### config.mk
export PLATFORM = sky130hd
export DESIGN_NAME = skl_ctrl
export DESIGN_NICKNAME = d
export VERILOG_FILES = /design/src/design/skl_pkg.sv /design/src/design/skl_ctrl.sv
export SDC_FILE = /design/constraint.sdc
export NUM_CORES = 1
export LEC_CHECK = 0
export BUFFER_PORTS_ARGS = -buffer_cell sky130_fd_sc_hd__buf_2
export CORE_AREA = 2 2 39 41
export CTS_BUF_LIST = sky130_fd_sc_hd__clkbuf_8
export DETAILED_ROUTE_END_ITERATION = 8
export DIE_AREA = 0 0 41 43
export GPL_TIMING_DRIVEN = 0
export PLACE_DENSITY = 0.7
export SKIP_LAST_GASP = 1
export SLEW_MARGIN = 0
export SYNTH_ARGS = -nofsm -noshare
export SYNTH_HDL_FRONTEND = slang
export SYNTH_SLANG_ARGS = --single-unit
### constraint.sdc
create_clock -name clk_i -period 2 [get_ports clk_i]
set_input_delay 0.4 -clock clk_i [delete_from_list [all_inputs] [get_ports clk_i]]
set_output_delay 0.4 -clock clk_i [all_outputs]
set_load 0.02 [all_outputs]
### src/design/skl_pkg.sv
// package: sizes and control types shared by the k-th largest selector
package skl_pkg;

  localparam int RANK_MAX   = 64;
  localparam int VALUE_BITS = 32;
  localparam int RANK_BITS  = 7;
  localparam int CNT_BITS   = $clog2(RANK_MAX + 1);
  localparam int IDX_BITS   = (RANK_MAX > 1) ? $clog2(RANK_MAX) : 1;

  // register index, decoded from paddr[2]
  localparam logic REG_RANK_K = 1'b0;

  typedef struct packed {
    logic step;
    logic last;
    logic shift;
    logic capture;
  } skl_cmd_t;

  typedef struct packed {
    logic [IDX_BITS-1:0] sel_idx;
  } skl_status_t;

endpackage

### src/design/skl_ctrl.sv
// controller: word acceptance, shift-out sequencing and result handshake
module skl_ctrl (
  input  logic                clk_i,
  input  logic                rst_ni,
  input  logic                in_valid_i,
  input  logic                set_last_i,
  input  logic                out_stall_i,
  input  skl_pkg::skl_status_t status_i,
  output skl_pkg::skl_cmd_t   cmd_o,
  output logic                in_stall_o,
  output logic                out_valid_o
);
  import skl_pkg::*;

  typedef enum logic {
    S_IDLE,
    S_SHIFT
  } state_e;

  state_e              state_q, state_d;
  logic [IDX_BITS-1:0] cnt_q, cnt_d;
  logic                stall_q, stall_d;
  logic                out_valid_q, out_valid_d;
  logic                accept;
  logic                out_free;

  assign accept   = in_valid_i && !stall_q;
  assign out_free = !out_valid_q || !out_stall_i;

  always_comb begin
    cmd_o.step    = accept;
    cmd_o.last    = set_last_i;
    cmd_o.shift   = (state_q == S_SHIFT) && (cnt_q != '0);
    cmd_o.capture = (state_q == S_SHIFT) && (cnt_q == '0) && out_free;
  end

  always_comb begin
    state_d     = state_q;
    cnt_d       = cnt_q;
    stall_d     = stall_q;
    out_valid_d = out_valid_q && out_stall_i;
    unique case (state_q)
      S_IDLE: begin
        if (accept && set_last_i) begin
          state_d = S_SHIFT;
          cnt_d   = status_i.sel_idx;
          stall_d = 1'b1;
        end
      end
      S_SHIFT: begin
        if (cnt_q != '0) begin
          cnt_d = cnt_q - IDX_BITS'(1);
        end else if (out_free) begin
          state_d     = S_IDLE;
          stall_d     = 1'b0;
          out_valid_d = 1'b1;
        end
      end
      default: begin
        state_d = S_IDLE;
        stall_d = 1'b0;
      end
    endcase
  end

  always_ff @(posedge clk_i or negedge rst_ni) begin
    if (!rst_ni) begin
      state_q     <= S_IDLE;
      cnt_q       <= '0;
      stall_q     <= 1'b0;
      out_valid_q <= 1'b0;
    end else begin
      state_q     <= state_d;
      cnt_q       <= cnt_d;
      stall_q     <= stall_d;
      out_valid_q <= out_valid_d;
    end
  end

  assign in_stall_o  = stall_q;
  assign out_valid_o = out_valid_q;

endmodule

==> results.md, run 1 <==
* Total gr overflow at 0
* Drt first pass iters at 4
* Nets at 98
* Maximum frequency from static timing analysis at 513.7 MHz
* Leading post-synthesis cells by cell area: dfrtp_1 (38%), mux2i_1 (6.8%), ha_1 (4.2%)
* Total number of clock tree sinks at 9
* Number of primary I/O pins at 17
* CTS Root Cell: clkbuf_8
* Number of buffer cells added on primary ports at 16
* Final instance count without filler cells at 100
* Number of enable flip-flop cells after synthesis at 0
* Least-Margin Pin Slew at 428.9 ps
* Diode insertion count for antenna repair at 0
* Post-route clock skew at 3.595 ps
* Final ANT Viol Nets at 0
* Cell taking the most area after synthesis: dfrtp_1
* Final Wtd Congestion at 0.7723
* Number of buffers added by the clock tree synthesis step at 3
* Yosys cell types at 33
* Slew Limit Headroom at 0.7141
* Top post-synthesis cells by count: dfrtp_1 (9), inv_1 (4), mux2i_1 (4), nor2_1 (4), o22ai_1 (3)
* Worst r2r path cells at 5
* Vertical extent of the die at 43 µm
* TritonCTS clock tree: built
* Startpoint-to-endpoint class of the critical path: register to output pin
* Final worst hold slack at roughly 7.2 ps
* Fraction of the cycle the final worst path needs at 0.9734
* Fin. Hold Viols at 0
* Required time at the worst-slack endpoint at 1600 ps
* Total number of vias at 554
* Max Root-Sink Buffers at 2
* Worst-case setup slack after placement at 188.9 ps
* Final HPWL DP at just under 1 mm
* DRT Wirelength at 1.358 mm
* Global Route Usage Sum at 0.1841
* Final max-slew violation count at 0
* Slowest stage cell on the critical path: dfrtp_2
* Number of synthesized register bits at 9
* Delay of the slowest cell on the worst path at 420 ps
* Clock-pin slew of the registers on the worst-case setup and hold paths at around 50 ps
* P per Cell Area at 1513 nW/µm²
* Number of setup violations in the final report at 0
* Setup WS post-layout at 53.24 ps
* Total core area at 1384 µm²
* Per-cell via count in the routed design at 5.540
* Maximum vdd drop at 0.0008806 V
* Count of cell instances traversed by the critical path at 6
* DRC violation count after routing at 0
* Source-to-sink clock delay at the later pin of the worst-skew pair at approximately 230 ps
* Yosys warning total at 0
* Proportion of layout cells with a drive suffix above 1 at 0.3810
* Mapped Nets at between 70 and 80
* Post-route cell area at 770.7 µm²
* CP Capture Type: output pin
* Number of antenna violations at the first check in global routing at 0
* Combined area of all synthesized cells at 589.3 µm²
* Count of buffer and inverter cells on the critical path at 2
* Die span in x at 41 µm
* CP top delay family: simple AND/OR/NAND/NOR gates
* Synth Area per Inst at 9.505 µm²
* Max-cap violations at 0
* Global-route wire length before repair at 2.152 mm
* Data arrival time of the critical path at 1550 ps
* Sequential share of the synthesized area at 0.3822
* DP Area at 689.4 µm²
* Number of DRC markers after the initial detailed-route iteration at 16
* Critical Path Start Type: register
* Number of standard cells after synthesis at 62
* Class of the tightest hold or removal check: input pin to async pin
* Routed WL per cell at ~14 µm
* Share of synthesized flip-flops with an asynchronous set or reset at 1.000
* H-Tree Level Count at 1
* Floorplan row count at 14
* Floorplan die area at 1763 µm²
* Leak Pwr at approximately 0.36 nW
* Effective utilization at floorplan at 0.4259
* Fin crit period at just under 2000 ps
* Leading cell type by number of instances after synthesis: dfrtp_1
* Run status: complete, no violations
* Largest net degree at the start of global routing at 11
* Number of global-route vias before repair at 516
* Ys flop type: dfrtp_1
* Top fanout value on the critical path at 5
* Number of buffers inserted for hold repair after clock tree synthesis at 0
* Syn-to-layout area delta at 30.79%
* Share of Yosys cell area claimed by the top area cell type at 0.3822
* Cell-by-cell listing of the critical path: inv_1 > ha_2 > nand3b_1 > nor2_4 > and2_1 > buf_4
* DP Cell Count at 94
timing repair:
| action | 4_1_cts | 5_1_grt |
|---|---|---|
| resized for setup | 2 | 9 |
| pin swaps | 0 | 1 |
| endpoints found under the setup margin | 2 | 2 |
| gates cloned | 0 | 0 |
| buffers inserted | 0 | 2 |
cell usage in the layout, fill, tap and decap left out, types with 3 or more instances in the layout:
master / Yosys / final
buf_2: 1 / 15
dfrtp_1: 9 / 7
buf_4: 2 / 6
inv_1: 4 / 4
mux2i_1: 4 / 4
o22ai_1: 3 / 3
nor2_1: 4 / 3
clkbuf_8: 0 / 3
flip-flops by register name, indices dropped and copies added (netlist names):
signal and cells:
in_stall_o 1, out_valid_o 1, state_q 1, cnt_q 6
kinds of logic (layout without fill, tap and decap cells):
kind of cell,Yosys count,count (layout),synth area share
xor gates and xnor gates,2,2,0.02973
buffers and inverters,9,31,0.07217
muxes,4,4,0.06794
adders and majority gates,2,2,0.04246
DFF,9,9,0.3822
AOI/OAI and AO/OA,17,17,0.2081
and+or+nand+nor,19,19,0.1975
final timing paths:
check,startpoint,end,slack (ps)
min in group clk_i,out_stall_i,out_valid_o,460
worst max register to register,cnt_q[1],cnt_q[5],300
max in group asynchronous,rst_ni,cnt_q[2],1790
worst max-delay path,cnt_q[0],cmd_o[0],50
worst min register to register,out_valid_o,out_valid_o,560
worst min-delay path,rst_ni,cnt_q[5],7
area by class of cell:
class	instances	area (µm²)
Buffer	5	30.03
Clock buffer	3	41.29
Clock inverter	1	3.754
Fill cell	125	613.1
Inverter	4	15.01
Multi-Input combinational cell	44	335.3
Sequential cell	9	227.7
Tap cell	16	20.02
Timing Repair Buffer	18	97.59
per-layer routing:
layer / wire length, µm / vias to the layer above / track usage
li1: - / 274 / -
met1: 585 / 257 / 0.2248
met2: 697 / 21 / 0.2906
met3: 66 / 2 / 0.03141
met4: 8 / 0 / 0.1000
met5: 0 / - / 0
power breakdown:
group | total, mW | switching, mW | internal (mW)
Combinational | 0.593 | 0.308 | 0.285
Clock | 0.207 | 0.0729 | 0.134
Sequential | 0.366 | 0.0937 | 0.272
through the flow:
step / total power, mW / util / setup TNS, ps
finish: 1.166 / 0.5570 / 0
global placement: 0.8698 / 0.4982 / 0
floorplan: 0.7564 / - / 0
global route: 1.262 / 0.5570 / -26.35
CTS: 1.107 / 0.5326 / -26.05
detailed placement: 0.8856 / 0.4982 / 0
No activity file was read; power rests on OpenSTA's default activity.
==> inputs of run 2 (changes only) <==
--- a/config.mk
+++ b/config.mk
@@ -5,7 +5,7 @@
 export SDC_FILE = /design/constraint.sdc
 export NUM_CORES = 1
 export LEC_CHECK = 0
-export BUFFER_PORTS_ARGS = -buffer_cell sky130_fd_sc_hd__buf_2
+export BUFFER_PORTS_ARGS = -buffer_cell sky130_fd_sc_hd__buf_4
 export CORE_AREA = 2 2 39 41
 export CTS_BUF_LIST = sky130_fd_sc_hd__clkbuf_8
 export DETAILED_ROUTE_END_ITERATION = 8
==> results.md, run 2 (synthesis results as in run 1) <==
* Run status: complete, no violations (unchanged)
* Per-cell via count in the routed design at 5.673 (was 5.540)
* P per Cell Area at 1501 nW/µm² (was 1513 nW/µm²)
* Total gr overflow at 0 (unchanged)
* Data arrival time of the critical path at 1590 ps (was 1550 ps)
* Commonest cells after routing, fill and taps aside: buf_4 (19), dfrtp_1 (7), mux2i_1 (4) (was buf_2 (15), dfrtp_1 (7), buf_4 (6))
* CP most frequent cell: buf_6
* Fin. Hold Viols at 0 (unchanged)
* Floorplan row count at 14 (unchanged)
* Count of buffer and inverter cells on the critical path at 2 (unchanged)
* Effective utilization at floorplan at 0.4259 (unchanged)
* Worst r2r path cells at 5 (unchanged)
* Number of buffer cells added on primary ports at 16 (unchanged)
* Leak Pwr at 0.3875 nW (was 0.3635 nW)
* DRC violation count after routing at 0 (unchanged)
* Number of DRC markers after the initial detailed-route iteration at 9 (was 16)
* CTS Root Cell: clkbuf_8 (unchanged)
* Number of global-route vias before repair at 520 (was 516)
* Flop pwr share at 0.295 (was 0.314)
* Final ANT Viol Nets at 0 (unchanged)
* Slowest stage cell on the critical path: dfrtp_2 (unchanged)
* Filler Cells Inserted at 123 (was 125)
* Maximum vdd drop at 0.0006562 V (was 0.0008806 V)
* Capture instance of the worst register-to-register path: cnt_q[5] (unchanged)
* Count of cell instances traversed by the critical path at 5 (was 6)
* Number of primary I/O pins at 17 (unchanged)
* Routed WL per cell at 15.18 µm (was 13.58 µm)
* Top fanout value on the critical path at 9 (was 5)
* Vertical extent of the die at 43 µm (unchanged)
* Register containing the most flip-flops in the final layout: cnt_q (unchanged)
* Fraction of the cycle the final worst path needs at 0.9934 (was 0.9734)
* Fin crit period at 1987 ps (was 1947 ps)
* Total core area at 1384 µm² (unchanged)
* Global Route Usage Sum at 0.2018 (was 0.1841)
* CP top delay family: simple AND/OR/NAND/NOR gates (unchanged)
* Maximum frequency from static timing analysis at 503.3 MHz (was 513.7 MHz)
* Cell-by-cell listing of the critical path: or3_1 > buf_6 > nor2_4 > and2_4 > buf_6 (was inv_1 > ha_2 > nand3b_1 > nor2_4 > and2_1 > buf_4)
* Final Wtd Congestion at 0.8193 (was 0.7723)
* Nets at 99 (was 98)
* Delay of the slowest cell on the worst path at 420 ps (about the same)
* Worst-case setup slack after placement at 209.3 ps (was 188.9 ps)
* Total number of clock tree sinks at 9 (unchanged)
* Share of total power in the clock network at 0.170 (was 0.177)
* Switching power share of the total at 0.4049 (was 0.4068)
* Wire length on met2 at 766 µm (was 697 µm)
* Die span in x at 41 µm (unchanged)
* Switching power at 0.5140 mW (was 0.4742 mW)
* CP Capture Type: output pin (unchanged)
* Max Root-Sink Buffers at 2 (unchanged)
* Source-to-sink clock delay at the later pin of the worst-skew pair at 240 ps (was 230 ps)
* Post-route clock skew at 1.442 ps (was 3.595 ps)
* Global-route wire length before repair at 2.297 mm (was 2.152 mm)
* Sum of met3 wire segment lengths after detailed routing at 78 µm (was 66 µm)
* Startpoint-to-endpoint class of the critical path: register to output pin (unchanged)
* Least-Margin Pin Slew at 456.1 ps (was 428.9 ps)
* Slew Limit Headroom at 0.6959 (was 0.7141)
* DRT Wirelength at 1.533 mm (was 1.358 mm)
* Final HPWL DP at 1.063 mm (was 970.7 µm)
* Max-cap violations at 0 (unchanged)
* Min-Delay Path Depth at 3
* Detailed-route wire length on metal 1 at 645 µm (was 585 µm)
* Proportion of layout cells with a drive suffix above 1 at 0.4118 (was 0.3810)
* Number of flip-flops in the largest register at 6 (unchanged)
* Number of buffers added by the clock tree synthesis step at 3 (unchanged)
* H-Tree Level Count at 1 (unchanged)
* Area taken by flip-flops and latches at 227.7 µm² (unchanged)
* Final max-slew violation count at 0 (unchanged)
* Diode insertion count for antenna repair at 0 (unchanged)
* Required time at the worst-slack endpoint at 1600 ps (about the same)
* Worst setup path startpoint: cnt_q[2] (was cnt_q[0])
* Syn-to-layout area delta at 43.52% (was 30.79%)
* Reg2Reg Setup Slack at 310 ps (was 300 ps)
* Multi-input gate area in the final layout at 355.3 µm² (was 335.3 µm²)
* Clock-pin slew of the registers on the worst-case setup and hold paths at 50 ps (about the same)
* Largest net degree at the start of global routing at 11 (unchanged)
* Drt first pass iters at 4 (unchanged)
* Top routing layer in use: met4 (unchanged)
* Combinational share of power at 0.535 (was 0.509)
* DP Cell Count at 94 (unchanged)
* Setup repair after global routing missed its margin: true
* Floorplan die area at 1763 µm² (unchanged)
* Critical Path Start Type: register (unchanged)
* Most common library cell in the layout ignoring fill and taps: buf_4 (was buf_2)
* Final instance count without filler cells at 101 (was 100)
* Total number of vias at 573 (was 554)
* Launch instance of the worst register-to-register path: cnt_q[0] (was cnt_q[1])
* Setup WS post-layout at 13.15 ps (was 53.24 ps)
* Number of setup violations in the final report at 0 (unchanged)
* Internal at 0.7552 mW (was 0.6916 mW)
* End point of the critical path: cmd_o[0] (unchanged)
* Number of antenna violations at the first check in global routing at 0 (unchanged)
* Core occupancy in the finished layout at 0.6112 (was 0.5570)
* TritonCTS clock tree: built (unchanged)
* Class of the tightest hold or removal check: input pin to register (was input pin to async pin)
[run 2: changes by cell type in the layout (fill, tap and decap cells not counted)]
cell           delta
buf_2            -15
buf_4            +13
buf_6             +2
and2_1            -1
and2_4            +1
dlygate4sd3_1     +1
ha_2              -1
ha_4              +1
inv_1             -1
inv_2             +1
nand2b_1          -1
nand2b_4          +1
[run 2: stage by stage]
stage / hold WS (ps) / power (mW) / TNS, ps / cell area [µm²]
2_1_floorplan: 104.4 / 0.7564 / 0 / 589.3
3_3_place_gp: 233.9 / 0.8971 / 0 / 729.5
3_5_place_dp: 232.4 / 0.9191 / 0 / 729.5
4_1_cts: 447.2 / 1.146 / -20.66 / 787.0
5_1_grt: 486.0 / 1.354 / -22.87 / 845.8
6_report: 454.4 / 1.269 / 0 / 845.8
[run 2: worst min-delay path by stage]
stage                            from           to  slack [ps]
after detailed placement       rst_ni     cnt_q[5]         230
after floorplan                rst_ni     cnt_q[0]         100
after global placement         rst_ni     cnt_q[5]         230
final                     out_stall_i  out_valid_o         450
after CTS                 out_stall_i  out_valid_o         450
after global routing      status_i[2]     cnt_q[2]         490
[run 2: layout make-up]
type / instances / area share
multi-input combinational: 44 / 0.4201
sequential: 9 / 0.2692
timing repair buffer: 19 / 0.1760
clock buffer: 3 / 0.04882
buffer: 5 / 0.03994
tap: 16 / 0.02367
inverter: 4 / 0.01775
clock inverter: 1 / 0.004438
[run 2: per-layer routing]
metal  vias up  GRT usage
met5         -          0
met4         0     0.1200
met3         6    0.04712
met2        15     0.2969
met1       278     0.2558
li1        274          -
[run 2: power groups by stage]
stage | logic (mW) | clock network [mW] | registers [mW]
2_1_floorplan | 0.397 | 0 | 0.359
3_3_place_gp | 0.534 | 0 | 0.363
3_5_place_dp | 0.551 | 0 | 0.369
4_1_cts | 0.561 | 0.219 | 0.366
5_1_grt | 0.739 | 0.227 | 0.388
6_report | 0.679 | 0.216 | 0.374
[run 2: repair_timing]
| item | 4_1_cts | 5_1_grt |
|---|---|---|
| gates resized for setup | 2 | 14 |
| hold buffers | 1 | 0 |
| endpoints found under the setup margin | 2 | 2 |
| pin swaps | 0 | 1 |
| hold endpoints to repair | 9 | 0 |
| setup buffers | 0 | 2 |
[run 2: tightest hold or removal path, stage by stage]
cell and delay [ps]:
buf_4 80, nand2_1 80, o21ai_0 90
==> inputs of run 3 (changes only) <==
--- a/config.mk
+++ b/config.mk
@@ -6,12 +6,11 @@
 export NUM_CORES = 1
 export LEC_CHECK = 0
 export BUFFER_PORTS_ARGS = -buffer_cell sky130_fd_sc_hd__buf_4
-export CORE_AREA = 2 2 39 41
+export CORE_MARGIN = 2
+export CORE_UTILIZATION = 40
 export CTS_BUF_LIST = sky130_fd_sc_hd__clkbuf_8
 export DETAILED_ROUTE_END_ITERATION = 8
-export DIE_AREA = 0 0 41 43
 export GPL_TIMING_DRIVEN = 0
-export PLACE_DENSITY = 0.7
 export SKIP_LAST_GASP = 1
 export SLEW_MARGIN = 0
 export SYNTH_ARGS = -nofsm -noshare
==> results.md, run 3 (synthesis results as in run 1) <==
* Count of buffer and inverter cells on the critical path at 2 (unchanged)
* Met2 usage in global routing at 0.2462 (was 0.2969)
* DRC violation count after routing at 0 (unchanged)
* Fraction of the cycle the final worst path needs at 0.9551 (was 0.9934)
* Class of the tightest hold or removal check: input pin to register (unchanged)
* Setup repair after global routing missed its margin: false (was true)
* Effective utilization at floorplan at 0.4418 (was 0.4259)
* Proportion of layout cells with a drive suffix above 1 at 0.3563 (was 0.4118)
* Data arrival time of the critical path at 1510 ps (was 1590 ps)
* Total gr overflow at 0 (unchanged)
* Setup WS post-layout at 89.82 ps (was 13.15 ps)
* Source-to-sink clock delay at the later pin of the worst-skew pair at 230 ps (was 240 ps)
* P per Cell Area at 1456 nW/µm² (was 1501 nW/µm²)
* Min-Delay Path Depth at 3 (unchanged)
* Largest net degree at the start of global routing at 11 (unchanged)
* Total number of vias at 536 (was 573)
* Number of primary I/O pins at 17 (unchanged)
* Global Route Usage Sum at 0.1711 (was 0.2018)
* Reg2Reg Setup Slack at 310 ps (about the same)
* Run status: complete, no violations (unchanged)
* Slew Limit Headroom at 0.7012 (was 0.6959)
* Slowest stage cell on the critical path: dfrtp_2 (unchanged)
* Maximum frequency from static timing analysis at 523.5 MHz (was 503.3 MHz)
* Cell-by-cell listing of the critical path: inv_1 > ha_1 > nand3b_1 > nor2_4 > and2_1 > buf_4 (was or3_1 > buf_6 > nor2_4 > and2_4 > buf_6)
* Maximum vdd drop at 0.0007752 V (was 0.0006562 V)
* Number of DRC markers after the initial detailed-route iteration at 9 (unchanged)
* Max Root-Sink Buffers at 2 (unchanged)
* Filler Cells Inserted at 129 (was 123)
* Routed WL per cell at 13.64 µm (was 15.18 µm)
* Final max-slew violation count at 0 (unchanged)
* TritonCTS clock tree: built (unchanged)
* CTS Root Cell: clkbuf_8 (unchanged)
* Total number of clock tree sinks at 9 (unchanged)
* H-Tree Level Count at 1 (unchanged)
* Drt first pass iters at 4 (unchanged)
* Number of buffer cells added on primary ports at 16 (unchanged)
* Diode insertion count for antenna repair at 0 (unchanged)
* Vertical extent of the die at 42.39 µm (was 43 µm)
* Leak Pwr at 0.3910 nW (was 0.3875 nW)
* Nets at 101 (was 99)
* Core occupancy in the finished layout at 0.6210 (was 0.6112)
* Max-cap violations at 0 (unchanged)
* Required time at the worst-slack endpoint at 1600 ps (about the same)
* Final Wtd Congestion at 0.7169 (was 0.8193)
* Met3 demand-to-capacity share in global routing at 0.03879 (was 0.04712)
* Fin. Hold Viols at 0 (unchanged)
* Number of buffers added by the clock tree synthesis step at 3 (unchanged)
* Critical Path Start Type: register (unchanged)
* Post-route clock skew at 4.511 ps (was 1.442 ps)
* Fin crit period at 1910 ps (was 1987 ps)
* CP top delay family: simple AND/OR/NAND/NOR gates (unchanged)
* Die span in x at 42.39 µm (was 41 µm)
* Hold EP: out_valid_o (unchanged)
* Number of antenna violations at the first check in global routing at 0 (unchanged)
* Number of flip-flops in the largest register at 6 (unchanged)
* Launch instance of the worst register-to-register path: cnt_q[0] (unchanged)
* Most common library cell in the layout ignoring fill and taps: buf_4 (unchanged)
* Clock-pin slew of the registers on the worst-case setup and hold paths at 50 ps (about the same)
* Min-Delay Startpoint: out_stall_i (unchanged)
* Worst r2r path cells at 5 (unchanged)
* CP Capture Type: output pin (unchanged)
* Global Route met1 Usage at 0.2347 (was 0.2558)
* Least-Margin Pin Slew at 448.2 ps (was 456.1 ps)
* Busiest metal layer after global routing: met2 (unchanged)
* Syn-to-layout area delta at 40.55% (was 43.52%)
* Delay of the slowest cell on the worst path at 420 ps (about the same)
* Startpoint-to-endpoint class of the critical path: register to output pin (unchanged)
* Count of cell instances traversed by the critical path at 6 (was 5)
* DRT Wirelength at 1.391 mm (was 1.533 mm)
* Total core area at 1334 µm² (was 1384 µm²)
* Per-cell via count in the routed design at 5.255 (was 5.673)
* Final ANT Viol Nets at 0 (unchanged)
* Number of global-route vias before repair at 481 (was 520)
* Commonest cells after routing, fill and taps aside: buf_4 (22), dfrtp_1 (8), inv_1 (4), mux2i_1 (4) (was buf_4 (19), dfrtp_1 (7), mux2i_1 (4))
* Top fanout value on the critical path at 4 (was 9)
* Global-route wire length before repair at 2.256 mm (was 2.297 mm)
* Worst-case setup slack after placement at 217.9 ps (was 209.3 ps)
* Number of setup violations in the final report at 0 (unchanged)
* Register containing the most flip-flops in the final layout: cnt_q (unchanged)
* Floorplan row count at 13 (was 14)
* Floorplan die area at 1796 µm² (was 1763 µm²)
* Capture instance of the worst register-to-register path: cnt_q[5] (unchanged)
* Final HPWL DP at 983.5 µm (was 1.063 mm)
[run 3: worst register-to-register path, stage by stage (launching register included)]
cell	delay, ps
dfrtp_2	390
inv_1	60
ha_1	220
or3b_2	430
or4_1	410
o211ai_1	110
[run 3: layout make-up]
cell class	count	area, µm²	area share
Multi-Input combinational cell	44	329.1	0.3973
Sequential cell	9	226.5	0.2734
Timing Repair Buffer	21	160.2	0.1934
Clock buffer	3	41.29	0.04985
Buffer	5	33.78	0.04079
Tap cell	15	18.77	0.02266
Inverter	4	15.01	0.01813
Clock inverter	1	3.754	0.004532
[run 3: worst max path at each step]
stage	end	slack [ps]	start
after detailed placement	cmd_o[0]	220	cnt_q[2]
after floorplan	cmd_o[0]	320	cnt_q[2]
after global routing	cmd_o[0]	6	cnt_q[0]
after global placement	cmd_o[0]	210	cnt_q[2]
after CTS	cmd_o[0]	-10	cnt_q[2]
final	cmd_o[0]	90	cnt_q[0]
[run 3: metrics by stage]
| step | cells | cell area, µm² | TNS [ps] | hold WS [ps] | power (mW) |
|---|---|---|---|---|---|
| 3_5_place_dp | 93 | 728.2 | 0 | 234.0 | 0.9100 |
| 2_1_floorplan | 62 | 589.3 | 0 | 104.4 | 0.7564 |
| 5_1_grt | 102 | 828.3 | 0 | 472.1 | 1.305 |
| 3_3_place_gp | 93 | 728.2 | 0 | 233.4 | 0.9058 |
| 4_1_cts | 98 | 785.8 | -11.27 | 449.0 | 1.132 |
| 6_report | 102 | 828.3 | 0 | 466.4 | 1.206 |
[run 3: routing by layer]
metal	vias up	wire, µm
met3	2	42
met4	0	12
met2	7	626
li1	280	-
met5	-	0
met1	247	710
[run 3: repair_timing]
item | in CTS | in global routing
buffers inserted | 0 | 4
gates resized for setup | 2 | 6
cloned | 0 | 0
endpoints found under the hold margin | 9 | 0
hold buffers | 1 | 0
pin swaps | 0 | 1
endpoints found under the setup margin | 2 | 2
[run 3: power by group]
group / leakage (nW) / switching, mW / internal, mW
sequential: 0.106 / 0.0895 / 0.270
combinational: 0.258 / 0.306 / 0.337
clock: 0.0269 / 0.0689 / 0.133
